$ cat src/hw/rtl/rta_pkg.sv
// ============================================================================
// Region table allocator package
// Shared widths, codes and the command and status types that join the
// controller and the datapath.
// ============================================================================
`default_nettype none

package rta_pkg;

    localparam int ADDR_W          = 32;
    localparam int SIZE_W          = 32;
    localparam int PAGES_W         = 21;
    localparam int OP_W            = 2;
    localparam int ST_W            = 2;
    localparam int CFG_IDX_W       = 1;
    localparam int PAGE_SHIFT      = 12;
    localparam int MAX_REGIONS_DEF = 256;

    localparam logic [OP_W-1:0] OP_ALLOC   = 2'd0;
    localparam logic [OP_W-1:0] OP_RELEASE = 2'd1;
    localparam logic [OP_W-1:0] OP_CHECK   = 2'd2;

    localparam logic [ST_W-1:0] ST_OK      = 2'd0;
    localparam logic [ST_W-1:0] ST_FULL    = 2'd1;
    localparam logic [ST_W-1:0] ST_MISSING = 2'd2;
    localparam logic [ST_W-1:0] ST_OVERRUN = 2'd3;

    localparam logic [CFG_IDX_W-1:0] REG_POOL_BASE  = 1'd0;
    localparam logic [CFG_IDX_W-1:0] REG_POOL_BYTES = 1'd1;

    typedef enum logic [2:0] {
        RES_NONE,
        RES_FULL,
        RES_MISSING,
        RES_OVERRUN,
        RES_ALLOC,
        RES_RELEASE,
        RES_CHECK
    } res_kind_t;

    typedef struct packed {
        logic      req_load;
        logic      idx_clear;
        logic      vld_clear;
        logic      rd_last;
        logic      search;
        logic      shift;
        logic      hit_capture;
        logic      start_base;
        logic      start_sum;
        logic      calc_off;
        logic      calc_rem;
        logic      calc_chk;
        logic      alloc_commit;
        logic      count_dec;
        logic      res_load;
        res_kind_t res_kind;
    } dp_cmd_t;

    typedef struct packed {
        logic count_zero;
        logic count_full;
        logic hit;
        logic cmp_vld;
        logic last;
        logic shift_done;
        logic fit_ok;
        logic out_free;
    } dp_stat_t;

endpackage

`default_nettype wire

$ cat src/hw/rtl/rta_ctrl.sv
// ============================================================================
// Region table allocator controller
// Sequences allocate, release and check requests over the datapath and
// hands each result to the output register once it is free.
// ============================================================================
`default_nettype none

module rta_ctrl import rta_pkg::*; (
    input  wire logic            clk,
    input  wire logic            rst_n,
    input  wire logic            in_valid,
    input  wire logic [OP_W-1:0] op,
    output logic                 in_ready,
    input  wire dp_stat_t        stat,
    output dp_cmd_t              cmd
);

    typedef enum logic [8:0] {
        S_IDLE   = 9'b000000001,
        S_A_SUM  = 9'b000000010,
        S_A_OFF  = 9'b000000100,
        S_A_REM  = 9'b000001000,
        S_A_FIT  = 9'b000010000,
        S_SEARCH = 9'b000100000,
        S_SHIFT  = 9'b001000000,
        S_C_DIFF = 9'b010000000,
        S_REPLY  = 9'b100000000
    } state_t;

    state_t    state_reg;
    state_t    state_next;
    res_kind_t kind_reg;
    res_kind_t kind_next;

    assign in_ready = state_reg == S_IDLE;

    always_comb
    begin
        state_next   = state_reg;
        kind_next    = kind_reg;
        cmd          = '0;
        cmd.res_kind = kind_reg;
        case (state_reg)
            S_IDLE:
            begin
                if (in_valid)
                begin
                    cmd.req_load = 1'b1;
                    case (op)
                        OP_ALLOC:
                        begin
                            if (stat.count_full)
                            begin
                                kind_next  = RES_FULL;
                                state_next = S_REPLY;
                            end
                            else if (stat.count_zero)
                            begin
                                cmd.start_base = 1'b1;
                                state_next     = S_A_OFF;
                            end
                            else
                            begin
                                cmd.rd_last = 1'b1;
                                state_next  = S_A_SUM;
                            end
                        end
                        OP_RELEASE:
                        begin
                            if (stat.count_zero)
                            begin
                                kind_next  = RES_MISSING;
                                state_next = S_REPLY;
                            end
                            else
                            begin
                                cmd.idx_clear = 1'b1;
                                state_next    = S_SEARCH;
                            end
                        end
                        OP_CHECK:
                        begin
                            state_next = S_C_DIFF;
                        end
                        default:
                        begin
                            kind_next  = RES_NONE;
                            state_next = S_REPLY;
                        end
                    endcase
                end
            end
            S_A_SUM:
            begin
                cmd.start_sum = 1'b1;
                state_next    = S_A_OFF;
            end
            S_A_OFF:
            begin
                cmd.calc_off = 1'b1;
                state_next   = S_A_REM;
            end
            S_A_REM:
            begin
                cmd.calc_rem = 1'b1;
                state_next   = S_A_FIT;
            end
            S_A_FIT:
            begin
                if (stat.fit_ok)
                begin
                    cmd.alloc_commit = 1'b1;
                    kind_next        = RES_ALLOC;
                end
                else
                begin
                    kind_next = RES_OVERRUN;
                end
                state_next = S_REPLY;
            end
            S_SEARCH:
            begin
                if (stat.hit)
                begin
                    cmd.hit_capture = 1'b1;
                    cmd.vld_clear   = 1'b1;
                    kind_next       = RES_RELEASE;
                    state_next      = S_SHIFT;
                end
                else if (stat.cmp_vld && stat.last)
                begin
                    kind_next  = RES_MISSING;
                    state_next = S_REPLY;
                end
                else
                begin
                    cmd.search = 1'b1;
                end
            end
            S_SHIFT:
            begin
                if (stat.shift_done)
                begin
                    cmd.count_dec = 1'b1;
                    state_next    = S_REPLY;
                end
                else
                begin
                    cmd.shift = 1'b1;
                end
            end
            S_C_DIFF:
            begin
                cmd.calc_chk = 1'b1;
                kind_next    = RES_CHECK;
                state_next   = S_REPLY;
            end
            S_REPLY:
            begin
                if (stat.out_free)
                begin
                    cmd.res_load = 1'b1;
                    state_next   = S_IDLE;
                end
            end
            default:
            begin
                state_next = S_IDLE;
            end
        endcase
    end

    always_ff @(posedge clk or negedge rst_n)
    begin
        if (!rst_n)
        begin
            state_reg <= S_IDLE;
            kind_reg  <= RES_NONE;
        end
        else
        begin
            state_reg <= state_next;
            kind_reg  <= kind_next;
        end
    end

endmodule

`default_nettype wire

$ cat config.mk
export PLATFORM = sky130hd
export DESIGN_NAME = rta_ctrl
export DESIGN_NICKNAME = d
export VERILOG_FILES = /design/src/hw/rtl/rta_pkg.sv /design/src/hw/rtl/rta_ctrl.sv
export SDC_FILE = /design/constraint.sdc
export NUM_CORES = 1
export LEC_CHECK = 0
export BUFFER_PORTS_ARGS = -buffer_cell sky130_fd_sc_hd__buf_4
export CAP_MARGIN = 20
export CORE_MARGIN = 2
export CORE_UTILIZATION = 50
export DETAILED_ROUTE_END_ITERATION = 8
export PLACE_DENSITY_LB_ADDON = 0.08
export SLEW_MARGIN = 0
export SYNTH_ARGS = -nofsm -noshare
export SYNTH_HDL_FRONTEND = slang
export SYNTH_SLANG_ARGS = --single-unit
$ cat constraint.sdc
create_clock -name clk -period 3.63 [get_ports clk]
set_input_delay 0.5445 -clock clk [delete_from_list [all_inputs] [get_ports clk]]
set_output_delay 0.5445 -clock clk [all_outputs]
set_load 0.05 [all_outputs]
==> impl_metrics.toml <==
[cells_and_area]
final_common_cell = "buf_4"
drive_above_1_share = 0.3356
largest_reg_flops = 9
antenna_cells = 0
layout_common_cells = "buf_4, nor2_1, dfrtp_1"
area_delta_synth_final_pct = 24.84
finalNetCount = 160

[yosys]
yosys-top-cells-area = "dfrtp_1, o21ai_0, nor2_1"
synth_seq_cells = 12
syn_area_per_cell_um2 = 8.566
synth.distinct_cells = 47
synth_edf_count = 0
ys_seq_area_frac = 0.3009
netlist_area_um2 = 1002
synth_top_area_frac = 0.2747
synthesis.nets = 130
ys_warn_count = 0
synth.largest_area_cell = "dfrtp_1"
synthFlopType = "dfrtp_1"
syn_inst = 117
async_flop_share = 1.000

[floorplan]
dieWidth_um = 48.77
start_util = 0.5215
die_h_um = 48.77
die-area_um2 = 2379
io-pin-count = 32
core_area_um2 = 1922
rows = 16

[grt]
grt_pass1_vias = 908
grt.overflow.total = 0
grt_max_degree = 15
grtUsageTotal = 0.2269
grt_pass1_wl_um = 4140
antenna_found_initial = 0

[sta]
worst_slew_pin_slew_ps = 471.1
setup_viol = 0
hold_viol = 0
fmax_ghz = 0.3688
min_period_over_period = 0.7469
slew_headroom = 0.6859
fin_worst_skew_ps = 15.27
period_needed_ps = 2711
hold_slack_ps = 76.96
fin_setup_tns_ps = 0
rsz0062_at_grt = "false"
drv_slew = 0

[power]
p_clk_frac = 0.132
switchingPower_w = 0.0003406
internal-power_w = 0.0003468
ir_drop_mv = 0.3151
power.density_nw_per_um2 = 549.4
comb_power_share = 0.577
sw_frac_of_total = 0.4955
power.leakage_nw = 0.6019
power_frac_seq = 0.291

[worst_setup_path]
worstPathArrival_ps = 2170
path_class = "reg2out"
crit_required_ps = 3090
cp-start-kind = "flop"
crit_path_end_kind = "primary output"
crit_chain = "nor4_4 -> nand4_2 -> nor4_1 -> buf_4"
cp_max_fo = 14
max_stage_delay_ps = 560
cp_slowest_cell = "dfrtp_1"

[routing]
drc = 0
vias = 952
firstDrtPassIters = 4
drtIter0Drc = 34
routedWlPerCell_um = 13.94
antenna_left = 0
routed_wl_um = 2412
viasPerCell = 5.503

[cts]
cts_hold_buf = 0
cts.sinks = 12
cts_buffer_depth = 2
cts_resized = 0
cts_htree_levels = 1
cts_setup_buffers = 0
cts_root_buf = "clkbuf_4"
cts_tree = "yes"
clk_pin_slew_ps = 80
cts_buffers = 3
clkLatencyLatePin_ps = 290

[place]
dp_hpwl_um = 1835
routabilityCongestion = 0.8804
port_buffers = 31

[run_status]
outcome = "finished, final reports clean"

[worst_hold_path]
hold_path_class = "in2async"

[flow_run]
drv_cap = 0
[power by group through the flow]
stage	Sequential [W]	Clock, W	Combinational (W)
after floorplan	0.000240	0	0.000248
after global placement	0.000202	0	0.000389
after detailed placement	0.000202	0	0.000393
after CTS	0.000200	0.0000934	0.000395
after global routing	0.000207	0.0000980	0.000419
final	0.000200	0.0000908	0.000397
[worst max-delay path, delay by kind of cell (launching register included)]
kind	cells	cell delay, ps
and+or+nand+nor	3	1060
DFF	1	560
buffers and inverters	1	250
[per-layer routing]
layer | GRT usage | part of all wire | up-vias | wire [um]
li1 | - | - | 481 | -
met5 | 0 | 0 | - | 0
met4 | 0.08571 | 0.018 | 0 | 43
met2 | 0.3927 | 0.49 | 29 | 1185
met1 | 0.2710 | 0.43 | 437 | 1046
met3 | 0.05521 | 0.057 | 5 | 137
[area by class of cell]
type | count | area [um2]
fillers | 177 | 670.6
multi-input cells | 91 | 626.9
flip-flops and latches | 12 | 301.5
repair buffers | 31 | 232.7
well taps | 27 | 33.78
inverters | 8 | 30.03
clock buffers | 4 | 26.28
[synth_stat cells, types with 2 or more instances]
library cell and count:
xor2_1 3, buf_4 3, o21a_1 2, nor4_1 3
dfrtp_1 11, a21oi_1 3, nor3_1 5, mux2_4 2
nand2_1 8, or2b_1 2, and3_1 3, nor3b_1 6
o21ai_0 9, or2_2 2, and2_1 2, inv_1 8
o32ai_1 2, nor2_1 12, buf_2 2, nand2b_1 2
[kinds of logic after synthesis]
| kind of cell | synth area share |
|---|---|
| and+or+nand+nor | 0.3496 |
| muxes | 0.03995 |
| buffers and inverters | 0.07366 |
| AOI/OAI and AO/OA | 0.2098 |
| xor gates and xnor gates | 0.02622 |
| DFF | 0.3009 |
[through the flow]
step	std cells	worst slack (ps)	util	total power [W]	area, um2
final	173	918.8	0.6510	0.0006875	1251
after global routing	173	834.2	0.6510	0.0007237	1251
after floorplan	117	536.4	-	0.0004883	1002
after detailed placement	169	1305	0.6374	0.0005955	1225
after global placement	169	1384	0.6374	0.0005911	1225
after CTS	173	973.0	0.6510	0.0006882	1251
[path summary, 6_finish.rpt]
path | start | to | slack (ps) | depth (start not counted)
max reg2reg | state_reg[5] | kind_reg[0] | 1620 | 5
max in group asynchronous | rst_n | state_reg[0] | 3300 | 1
max | state_reg[5] | cmd[14] | 920 | 4
min | rst_n | state_reg[6] | 80 | 1
min in group clk | op[0] | state_reg[7] | 430 | 2
min reg2reg | kind_reg[2] | kind_reg[2] | 510 | 1
Power figures use the tool's default switching activity.
